## src/hdl/lcg16_pkg.sv

```systemverilog
package lcg16_pkg;

    // Generator constants: x' = (LCG_MUL * x + LCG_INC) mod 2^16
    localparam int          VAL_W   = 16;
    localparam int          STEP_W  = 32;
    localparam logic [15:0] LCG_MUL = 16'd25173;
    localparam logic [15:0] LCG_INC = 16'd13849;

    // Default width of the step limit that is honored
    localparam int COUNT_WIDTH_DEF = 16;

    // Configuration register map
    localparam int         CFG_IDX_W   = 8;
    localparam logic [7:0] CFG_BOUND_A = 8'd0;
    localparam logic [7:0] CFG_BOUND_B = 8'd1;

    // Request kinds
    typedef enum logic [1:0] {
        REQ_SEED   = 2'd0,
        REQ_STEP   = 2'd1,
        REQ_SEARCH = 2'd2,
        REQ_NONE   = 2'd3
    } req_t;

    // Controller to datapath commands
    typedef struct packed {
        logic load;
        logic step_en;
        logic mod_init;
        logic mod_en;
        logic out_load;
    } cmd_t;

    // Datapath to controller status
    typedef struct packed {
        logic step_done;
        logic mod_last;
        logic out_free;
    } sts_t;

    // One generator step, truncated to 16 bits
    function automatic logic [15:0] lcg_next(input logic [15:0] x);
        logic [15:0] prod;
        prod     = x * LCG_MUL;
        lcg_next = prod + LCG_INC;
    endfunction

endpackage

```

## src/hdl/lcg16_generator_with_range_core.sv

```systemverilog
// 16-bit linear congruential generator, x' = (25173*x + 13849) mod 65536, with
// range mapping. A request (kind in s_tuser) either seeds the generator and
// skips step_limit steps, takes one step, or searches forward from a seed for
// a target within step_limit steps without touching the generator state. Each
// request gives one result: the value, the current value mapped into
// [min(bound_a,bound_b), max(...)] by a modulo, the step count since the last
// seed, the steps this request took and a found flag. One request is in work
// at a time. A request does N generator steps (step_limit for seed-and-skip, 1
// for a single step, up to step_limit for a search, 0 otherwise): one step per
// cycle in the step loop; then the bit-serial remainder unit reduces the value,
// and the output register is loaded once it is free. cfg_ready is always high.
// A new request is taken the cycle after the result is loaded into the output
// register, which may still wait for m_tready. The user must write the bounds
// through the cfg port (index 0 and 1) only while no request is in work; the
// block itself does not enforce it.
module lcg16_generator_with_range_core #(
    parameter int COUNT_WIDTH = lcg16_pkg::COUNT_WIDTH_DEF
) (
    input  logic                            aclk,
    input  logic                            aresetn,
    input  logic                            s_tvalid,
    output logic                            s_tready,
    input  logic [47:0]                     s_tdata,   // seed, step_limit, target
    input  logic [1:0]                      s_tuser,   // req_type
    output logic                            m_tvalid,
    input  logic                            m_tready,
    // value, ranged_value, step_count, iterations
    output logic [79:0]                     m_tdata,
    output logic [0:0]                      m_tuser,   // found
    input  logic                            cfg_valid,
    output logic                            cfg_ready,
    input  logic [lcg16_pkg::CFG_IDX_W-1:0] cfg_index,
    input  logic [15:0]                     cfg_data
);
    import lcg16_pkg::*;

    cmd_t              cmd;
    sts_t              sts;
    logic [VAL_W-1:0]  value;
    logic [VAL_W-1:0]  ranged_value;
    logic [STEP_W-1:0] step_count;
    logic [VAL_W-1:0]  iterations;
    logic              found;

    assign cfg_ready = 1'b1;

    lcg16_ctrl u_ctrl (
        .aclk     (aclk),
        .aresetn  (aresetn),
        .s_tvalid (s_tvalid),
        .s_tready (s_tready),
        .sts      (sts),
        .cmd      (cmd)
    );

    lcg16_dp #(
        .COUNT_WIDTH (COUNT_WIDTH)
    ) u_dp (
        .aclk         (aclk),
        .aresetn      (aresetn),
        .cmd          (cmd),
        .sts          (sts),
        .req_type     (s_tuser),
        .seed         (s_tdata[15:0]),
        .step_limit   (s_tdata[31:16]),
        .target       (s_tdata[47:32]),
        .cfg_valid    (cfg_valid),
        .cfg_index    (cfg_index),
        .cfg_data     (cfg_data),
        .m_tready     (m_tready),
        .m_tvalid     (m_tvalid),
        .value        (value),
        .ranged_value (ranged_value),
        .step_count   (step_count),
        .iterations   (iterations),
        .found        (found)
    );

    assign m_tdata = {iterations, step_count, ranged_value, value};
    assign m_tuser = found;

endmodule

```

## src/hdl/lcg16_ctrl.sv

```systemverilog
module lcg16_ctrl (
    input  logic            aclk,
    input  logic            aresetn,
    input  logic            s_tvalid,
    output logic            s_tready,
    input  lcg16_pkg::sts_t sts,
    output lcg16_pkg::cmd_t cmd
);
    import lcg16_pkg::*;

    typedef enum logic [3:0] {
        ST_IDLE = 4'b0001,
        ST_STEP = 4'b0010,
        ST_MOD  = 4'b0100,
        ST_DONE = 4'b1000
    } state_t;

    state_t state_reg;
    state_t state_next;

    // Advance the sequencer
    always_ff @(posedge aclk) begin
        if (!aresetn) begin
            state_reg <= ST_IDLE;
        end else begin
            state_reg <= state_next;
        end
    end

    // Issue commands and pick the next state
    always_comb begin
        state_next = state_reg;
        cmd        = '0;
        s_tready   = 1'b0;
        case (state_reg)
            ST_IDLE: begin
                s_tready = 1'b1;
                if (s_tvalid) begin
                    cmd.load   = 1'b1;
                    state_next = ST_STEP;
                end
            end
            ST_STEP: begin
                if (sts.step_done) begin
                    cmd.mod_init = 1'b1;
                    state_next   = ST_MOD;
                end else begin
                    cmd.step_en = 1'b1;
                end
            end
            ST_MOD: begin
                cmd.mod_en = 1'b1;
                if (sts.mod_last) begin
                    state_next = ST_DONE;
                end
            end
            ST_DONE: begin
                if (sts.out_free) begin
                    cmd.out_load = 1'b1;
                    state_next   = ST_IDLE;
                end
            end
            default: begin
                state_next = ST_IDLE;
            end
        endcase
    end

endmodule

```

## src/hdl/lcg16_dp.sv

```systemverilog
module lcg16_dp #(
    parameter int COUNT_WIDTH = lcg16_pkg::COUNT_WIDTH_DEF
) (
    input  logic                           aclk,
    input  logic                           aresetn,
    input  lcg16_pkg::cmd_t                cmd,
    output lcg16_pkg::sts_t                sts,
    input  logic [1:0]                     req_type,
    input  logic [lcg16_pkg::VAL_W-1:0]    seed,
    input  logic [lcg16_pkg::VAL_W-1:0]    step_limit,
    input  logic [lcg16_pkg::VAL_W-1:0]    target,
    input  logic                           cfg_valid,
    input  logic [lcg16_pkg::CFG_IDX_W-1:0] cfg_index,
    input  logic [lcg16_pkg::VAL_W-1:0]    cfg_data,
    input  logic                           m_tready,
    output logic                           m_tvalid,
    output logic [lcg16_pkg::VAL_W-1:0]    value,
    output logic [lcg16_pkg::VAL_W-1:0]    ranged_value,
    output logic [lcg16_pkg::STEP_W-1:0]   step_count,
    output logic [lcg16_pkg::VAL_W-1:0]    iterations,
    output logic                           found
);
    import lcg16_pkg::*;

    // Only the low bits of the limit that fit both the parameter and the field count
    localparam int IterW = (COUNT_WIDTH < VAL_W) ? COUNT_WIDTH : VAL_W;

    req_t              req_reg;
    logic [IterW-1:0]  lim_reg;
    logic [IterW-1:0]  iter_reg;
    logic [VAL_W-1:0]  tgt_reg;
    logic [VAL_W-1:0]  cur_reg;
    logic [VAL_W-1:0]  srch_reg;
    logic [STEP_W-1:0] cnt_reg;
    logic [VAL_W-1:0]  bound_a_reg;
    logic [VAL_W-1:0]  bound_b_reg;
    logic [VAL_W:0]    rem_reg;
    logic [3:0]        bit_reg;
    logic              m_tvalid_reg;
    logic [VAL_W-1:0]  value_reg;
    logic [VAL_W-1:0]  ranged_reg;
    logic [STEP_W-1:0] step_count_reg;
    logic [VAL_W-1:0]  iterations_reg;
    logic              found_reg;

    logic [IterW-1:0]  lim_in;
    logic              hit;
    logic              a_lt_b;
    logic [VAL_W-1:0]  lo_w;
    logic [VAL_W-1:0]  hi_w;
    logic [VAL_W:0]    span_w;
    logic [VAL_W:0]    shifted_w;
    logic [VAL_W:0]    trial_w;

    // Limit per request kind: a single step is a one-step run, unused codes run none
    always_comb begin
        case (req_type)
            REQ_SEED, REQ_SEARCH: lim_in = step_limit[IterW-1:0];
            REQ_STEP:             lim_in = IterW'(1);
            default:              lim_in = '0;
        endcase
    end

    assign hit = (req_reg == REQ_SEARCH) && (srch_reg == tgt_reg);

    // Range bounds: floor, ceiling and divisor (1 .. 65536)
    assign a_lt_b    = $signed(bound_a_reg) < $signed(bound_b_reg);
    assign lo_w      = a_lt_b ? bound_a_reg : bound_b_reg;
    assign hi_w      = a_lt_b ? bound_b_reg : bound_a_reg;
    assign span_w    = {hi_w[VAL_W-1], hi_w} - {lo_w[VAL_W-1], lo_w} + (VAL_W+1)'(1);

    // One restoring remainder step per cycle, MSB of the value first
    assign shifted_w = {rem_reg[VAL_W-1:0], cur_reg[bit_reg]};
    assign trial_w   = shifted_w - span_w;

    assign sts.step_done = (iter_reg == lim_reg) || hit;
    assign sts.mod_last  = (bit_reg == 4'd0);
    assign sts.out_free  = !m_tvalid_reg || m_tready;

    // Configuration registers
    always_ff @(posedge aclk) begin
        if (!aresetn) begin
            bound_a_reg <= '0;
            bound_b_reg <= '0;
        end else if (cfg_valid) begin
            if (cfg_index == CFG_BOUND_A) begin
                bound_a_reg <= cfg_data;
            end
            if (cfg_index == CFG_BOUND_B) begin
                bound_b_reg <= cfg_data;
            end
        end
    end

    // Generator state: current value and step counter
    always_ff @(posedge aclk) begin
        if (!aresetn) begin
            cur_reg <= '0;
            cnt_reg <= '0;
        end else if (cmd.load && (req_type == REQ_SEED)) begin
            cur_reg <= seed;
            cnt_reg <= '0;
        end else if (cmd.step_en && (req_reg != REQ_SEARCH)) begin
            cur_reg <= lcg_next(cur_reg);
            cnt_reg <= cnt_reg + STEP_W'(1);
        end
    end

    // Request capture and the step loop
    always_ff @(posedge aclk) begin
        if (cmd.load) begin
            req_reg  <= req_t'(req_type);
            lim_reg  <= lim_in;
            tgt_reg  <= target;
            srch_reg <= seed;
            iter_reg <= '0;
        end else if (cmd.step_en) begin
            iter_reg <= iter_reg + IterW'(1);
            if (req_reg == REQ_SEARCH) begin
                srch_reg <= lcg_next(srch_reg);
            end
        end
    end

    // Remainder unit
    always_ff @(posedge aclk) begin
        if (cmd.mod_init) begin
            rem_reg <= '0;
            bit_reg <= 4'(VAL_W - 1);
        end else if (cmd.mod_en) begin
            rem_reg <= (shifted_w >= span_w) ? trial_w : shifted_w;
            bit_reg <= bit_reg - 4'd1;
        end
    end

    // Output register: hold the result until taken
    always_ff @(posedge aclk) begin
        if (!aresetn) begin
            m_tvalid_reg <= 1'b0;
        end else if (cmd.out_load) begin
            m_tvalid_reg <= 1'b1;
        end else if (m_tready) begin
            m_tvalid_reg <= 1'b0;
        end
    end

    always_ff @(posedge aclk) begin
        if (cmd.out_load) begin
            value_reg      <= (req_reg == REQ_SEARCH) ? srch_reg : cur_reg;
            ranged_reg     <= rem_reg[VAL_W-1:0] + lo_w;
            step_count_reg <= cnt_reg;
            iterations_reg <= VAL_W'(iter_reg);
            found_reg      <= hit;
        end
    end

    assign m_tvalid     = m_tvalid_reg;
    assign value        = value_reg;
    assign ranged_value = ranged_reg;
    assign step_count   = step_count_reg;
    assign iterations   = iterations_reg;
    assign found        = found_reg;

endmodule

```

## config.mk

```make
export PLATFORM = sky130hd
export DESIGN_NAME = lcg16_generator_with_range_core
export DESIGN_NICKNAME = d
export VERILOG_FILES = /design/src/hdl/lcg16_pkg.sv /design/src/hdl/lcg16_generator_with_range_core.sv /design/src/hdl/lcg16_ctrl.sv /design/src/hdl/lcg16_dp.sv
export SDC_FILE = /design/constraint.sdc
export NUM_CORES = 1
export LEC_CHECK = 0
export BUFFER_PORTS_ARGS = -buffer_cell sky130_fd_sc_hd__buf_2
export CORE_MARGIN = 2
export CORE_UTILIZATION = 55
export DETAILED_ROUTE_END_ITERATION = 10
export GPL_ROUTABILITY_DRIVEN = 0
export PLACE_DENSITY = 0.78
export SLEW_MARGIN = 0
export SYNTH_ARGS = -nofsm -noshare
export SYNTH_HDL_FRONTEND = slang
export SYNTH_SLANG_ARGS = --single-unit
```

## constraint.sdc

```tcl
create_clock -name aclk -period 5.75 [get_ports aclk]
set_input_delay 1.15 -clock aclk [delete_from_list [all_inputs] [get_ports aclk]]
set_output_delay 1.15 -clock aclk [all_outputs]
set_load 0.02 [all_outputs]
```

=== Yosys cells after proc, flatten, opt, wreduce, memory -nomap -nowiden ===
Index checks and enable logic that the tools add are counted.

* Add/subtract/negate cells: 9
* Multiply operators: 2
* Order comparisons: 3
* Equal/unequal tests: 15
* Mux-type cells: 28
* Bitwise operators: 1
* Reduce and logical (&&, ||, !) cells: 19

{| class="wikitable"
|+ Operators by type and width
! cell !! number
|-
| $mux W16 || 9
|-
| $add A16 B14 Y16 const B || 2
|-
| $add A32 B1 Y32 const B || 1
|-
| $eq A16 B16 Y1 || 2
|-
| $mul A16 B15 Y16 const B || 2
|-
| $pmux W16 S2 || 1
|-
| $add A17 B1 Y17 const B || 1
|-
| $ge A17 B17 Y1 || 1
|-
| $sub A16 B16 Y17 || 1
|-
| $add A16 B1 Y16 const B || 1
|-
| $add A16 B16 Y16 || 1
|-
| $lt A16 B16 Y1 || 1
|-
| $mux W4 || 4
|-
| $pmux W4 S4 || 1
|-
| $sub A16 B16 Y16 || 1
|-
| $mux W1 || 11
|-
| $ne A2 B2 Y1 const B || 5
|-
| $eq A8 B1 Y1 const B || 1
|-
| $logic_not A8 Y1 || 1
|-
| $reduce_bool A2 Y1 || 4
|-
| $reduce_and A2 Y1 || 3
|-
| $lt A4 B5 Y1 const B || 1
|-
| $bmux W1 S4 || 1
|-
| $eq A2 B2 Y1 const B || 2
|-
| other kinds (15) || 19
|}

* Register bits after elaboration: 252
* Bits of input ports: 79
* Output and inout bits: 84
* Logic and storage cells: 95

=== Depth between registers and ports, before layout ===
* Word-level depth: 8
* Depth in mapped cells: 32
* Mapped depth without buffers: 29

=== Cells and area by module ===
A second synthesis with hierarchy kept.

* Cells, all modules: 1,631
* Area total of the unflattened synthesis: 16,644.7 sq um

{| class="wikitable"
|+ By module, submodules not included
! module !! instances !! cells an instance !! area each (sq um) !! sequential area each (sq um)
|-
| lcg16_dp || 1 || 1,597 || 16,351.9 || 6,276.0
|-
| lcg16_ctrl || 1 || 32 || 281.5 || 80.1
|-
| lcg16_generator_with_range_core || 1 || 2 || 11.3 || 0.0
|}

=== Least setup slack after synthesis ===
No wires, ideal clock.

* Kind: register to register
* Start: register u_dp.bound_b_reg[8]
* End: register u_dp.rem_reg[13]
* Setup time: 80 ps
* Arrival time: 5,487 ps
* Required time: 5,670 ps
* Slack: 183 ps
* Cell stages (with the launch flop): 31
* Path buffers: 3
* Clock period less this slack: 5,567 ps
* Cell sequence: dfxtp_1 > inv_1 > ha_1 > a21oi_1 > nor2b_1 > o21ai_0 > and4_1 > a221o_1 > clkbuf_1 > clkbuf_1 > or3_1 > o21ai_0 > ha_1 > inv_1 > fa_1 > nor2b_1 > o21ai_0 > a21oi_1 > o21ai_0 > a21oi_1 > a21o_1 > nand4b_1 > nor3b_1 > ha_1 > nand4_1 > nor4_1 > a41oi_1 > a21bo_2 > buf_1 > nand3_1 > o211ai_1

* Cells in the longest elaborated chain, start to end: 6
* Elaborated cells on any way between the ends: 8
* Those cells by class: add/sub: 3; order compare: 2; mux: 3

{| class="wikitable"
|+ RTL lines
! element !! line !! RTL
|-
| from (decl) || lcg16_dp.sv:36 || <nowiki>logic [VAL_W-1:0] bound_b_reg;</nowiki>
|-
| from (signal assigned) || lcg16_dp.sv:90 || <nowiki>bound_b_reg <= cfg_data;</nowiki>
|-
| $lt A16 B16 Y1 || lcg16_dp.sv:67 || <nowiki>assign a_lt_b = $signed(bound_a_reg) < $signed(bound_b_reg);</nowiki>
|-
| $mux W16 (on tied branches) || lcg16_dp.sv:69, lcg16_dp.sv:68 ||
|-
| $sub A16 B16 Y17 (*) || lcg16_dp.sv:70 || <nowiki>assign span_w = {hi_w[VAL_W-1], hi_w} - {lo_w[VAL_W-1], lo_w} + (VAL_W+1)'(1);</nowiki>
|-
| $add A17 B1 Y17 (*) || lcg16_dp.sv:70 ||
|-
| $sub A16 B16 Y16 / $ge A17 B17 Y1 (equally long branches) || lcg16_dp.sv:74, lcg16_dp.sv:131 ||
|-
| $mux W16 (*) || lcg16_dp.sv:131 || <nowiki>rem_reg <= (shifted_w >= span_w) ? trial_w : shifted_w;</nowiki>
|-
| to (signal assigned) || lcg16_dp.sv:131 ||
|-
| to (decl) || lcg16_dp.sv:37 || <nowiki>logic [VAL_W:0] rem_reg;</nowiki>
|}

Every way passes the cells marked *; elsewhere a longest branch is shown, timed or not.
A chain may end at the register's enable or synchronous reset.

=== Worst setup path after layout ===
* Start: register u_dp.bound_b_reg[8]
* End: register u_dp.rem_reg[15]

The elaborated chain is that of the path after synthesis.

==> results.py <==
metrics = {
    "outcome": {
        "outcome": "completed",
    },
    "critical_path": {
        "cp-start-kind": "flip-flop",
        "worst_path_most_repeated_cell": "a21o_1",
        "crit_type": "flip-flop to flip-flop",
        "required_ps": 6200,
        "critPathSlowestCell": "a221o_2",
        "cp.depth": 29,
        "arrival_ps": 6090,
        "reg2reg_from": "u_dp.bound_b_reg[8]",
        "reg2reg_to": "u_dp.rem_reg[15]",
        "critPathBufInv": 4,
        "critical_path.max_fanout": 7,
        "rrSetupSlack_ps": 110,
        "cp_top_family": "compound AO/OA/AOI/OAI gates",
        "cp-end-kind": "flip-flop",
        "reg2reg_depth": 29,
        "slowest_delay_ps": 460,
    },
    "clock_network": {
        "clock_latency_ps": 550,
        "clk_pin_slew_ps": 70,
        "clock_sinks": 252,
        "hold_buffers": 0,
        "clk_path_buf_depth": 3,
        "root_buffer": "clkbuf_16",
        "cts_buffers": 28,
        "htreeDepth": 1,
        "cts_tree": "done",
    },
    "sta": {
        "relSlewSlack": 0.197,
        "worstMarginPinSlew_ps": 1200,
        "finalSetupViolations": 0,
        "holdWs_ps": 476,
        "finalHoldViolations": 0,
        "finalWorstSetupSlack_ps": 113,
        "finalCriticalPeriod_ps": 5640,
        "finClkSkew_ps": 12.9,
        "fmax_ghz": 0.177,
        "finalMaxSlewViolations": 0,
        "post-route-period-util": 0.980,
        "rsz0062_at_grt": "true",
    },
    "synth": {
        "ys_seq_area_frac": 0.378,
        "syn_area_sq_um": 16800,
        "synth_area_per_cell_sq_um": 9.99,
        "synth_cell_type_count": 71,
        "ys_async_sr_fraction": 0,
        "syn_inst": 1682,
        "synth_top_area_frac": 0.234,
        "yosysWarnings": 0,
        "syn-num-nets": 2001,
        "ys_ff_latch": 252,
        "yosys.area.top_type": "edfxtp_1",
        "synth_flop_cell": "edfxtp_1",
        "synth_edf_count": 131,
        "synthTopCellsByArea": "edfxtp_1, dfxtp_1, ha_1",
    },
    "route": {
        "dr.pass1.iters": 6,
        "wl_per_cell_um": 17.6,
        "drt_wl_total_um": 39800,
        "drt_first_iter_violations": 1002,
        "ant_nets": 0,
        "drc_errors": 0,
        "viasPerCell": 5.72,
        "vias": 13000,
    },
    "worst_hold_path": {
        "holdCritPathClass": "flip-flop to flip-flop",
        "min_path_cells": 0,
        "min_from": "u_dp.cnt_reg[13]",
        "worstHoldEndpoint": "u_dp.step_count[13]",
    },
    "job": {
        "cap_viol_max_count": 0,
    },
    "floorplanning": {
        "row_count": 63,
        "dieArea_sq_um": 31900,
        "die_w_um": 179,
        "io_pins": 163,
        "core_sq_um": 29900,
        "die_h_um": 179,
        "start_util": 0.562,
    },
    "layout": {
        "syn2layout_area_growth_pct": 15.7,
        "nets": 2174,
        "drive_gt1_frac": 0.173,
    },
    "grt": {
        "grt_pass1_wl_um": 64000,
        "overflow": 0,
        "grtUsageTotal": 0.250,
        "antenna_found_initial": 4,
        "grt_pass1_vias": 12900,
        "grt_max_degree": 65,
    },
    "place": {
        "place_ws_ps": -164,
        "dp_hpwl_um": 29800,
        "port_buffers": 161,
    },
}
what timing repair did:
action / in CTS / in global routing
pin swaps: 8 / 46
gates resized for setup: 7 / 69
buffers inserted: 5 / 7
setup endpoints to repair: 15 / 16
stage by stage:
| step | instances | instance area [sq um] | util | TNS [ps] |
|---|---|---|---|---|
| 2_1_floorplan | 1682 | 16800 | - | 0 |
| 3_3_place_gp | 2203 | 18100 | 0.605 | 0 |
| 3_5_place_dp | 2203 | 18100 | 0.605 | -1440 |
| 4_1_cts | 2260 | 19100 | 0.639 | 0 |
| 5_1_grt | 2267 | 19400 | 0.650 | -1690 |
| 6_report | 2268 | 19400 | 0.650 | 0 |
cells in the final DEF (no fill, tap or decap), types with 13 or more instances in the layout:
| master | count |
|---|---|
| a21o_1 | 20 |
| clkbuf_16 | 31 |
| nand2_1 | 156 |
| inv_1 | 125 |
| nor2_1 | 103 |
| a31oi_1 | 13 |
| o21a_1 | 17 |
| dfxtp_1 | 109 |
| or3_1 | 17 |
| and3_1 | 15 |
| fa_1 | 58 |
| buf_4 | 32 |
| a21oi_1 | 52 |
| nand3_1 | 29 |
| mux2i_1 | 41 |
| nor2b_1 | 58 |
| a21boi_0 | 17 |
| ha_1 | 171 |
| nand4_1 | 24 |
| xnor2_1 | 109 |
| edfxtp_1 | 131 |
| nor3_1 | 35 |
| xor2_1 | 48 |
| o21ai_0 | 78 |
| buf_2 | 161 |
synth_stat cells (18+ instances only):
cell type  number
ha_1          181
nand2_1       157
inv_1         132
edfxtp_1      131
dfxtp_1       121
xnor2_1       109
nor2_1        105
o21ai_0        87
nor2b_1        61
fa_1           59
a21oi_1        56
xor2_1         48
clkbuf_1       42
mux2i_1        41
nor3_1         38
nand3_1        30
nand4_1        24
a21o_1         20
o21a_1         18
or3_1          18
how the worst max path moves through the flow:
stage,slack (ps),endpoint,startpoint
after floorplan,180,u_dp.rem_reg[13],u_dp.bound_b_reg[8]
after global placement,110,u_dp.rem_reg[7],u_dp.bound_b_reg[1]
after detailed placement,-160,u_dp.rem_reg[10],u_dp.bound_b_reg[8]
after CTS,0.9,u_dp.rem_reg[15],u_dp.bound_b_reg[2]
after global routing,-230,u_dp.rem_reg[13],u_dp.bound_b_reg[0]
final,110,u_dp.rem_reg[15],u_dp.bound_b_reg[8]
worst reg2reg max path, delay by kind of cell (launching register included):
family | cells | cell delay, ps
compound gates | 15 | 2640
buf+inv | 4 | 500
simple gates | 5 | 710
xor+xnor | 1 | 330
fa+ha+maj | 3 | 830
mux | 1 | 180
flops | 1 | 360
routing by layer:
layer / share of wire / global-route usage / vias up / routed length [um]
met5: 0.00098 / 0 / - / 39
met3: 0.074 / 0.0471 / 95 / 2940
li1: - / - / 6250 / -
met4: 0.027 / 0.0779 / 6 / 1080
met2: 0.46 / 0.408 / 470 / 18300
met1: 0.44 / 0.339 / 6160 / 17500
area by class of cell:
type	count	area (sq um)
Antenna cell	1	2.50
Clock buffer	38	832
Clock inverter	14	146
Fill cell	2332	10500
Inverter	132	495
Multi-Input combinational cell	1242	9970
Sequential cell	252	6370
Tap cell	390	488
Timing Repair Buffer	199	1120
logic make-up after synthesis:
logic type | share of synthesized area
adders and majority gates | 0.205
DFF | 0.378
xor gates and xnor gates | 0.0819
AOI/OAI and AO/OA | 0.109
other | 0.000223
and+or+nand+nor | 0.150
muxes | 0.0318
buffers and inverters | 0.0436
Power is not shown: default switching activity piles up to over one toggle a cycle in this logic, so the estimate is an artifact.
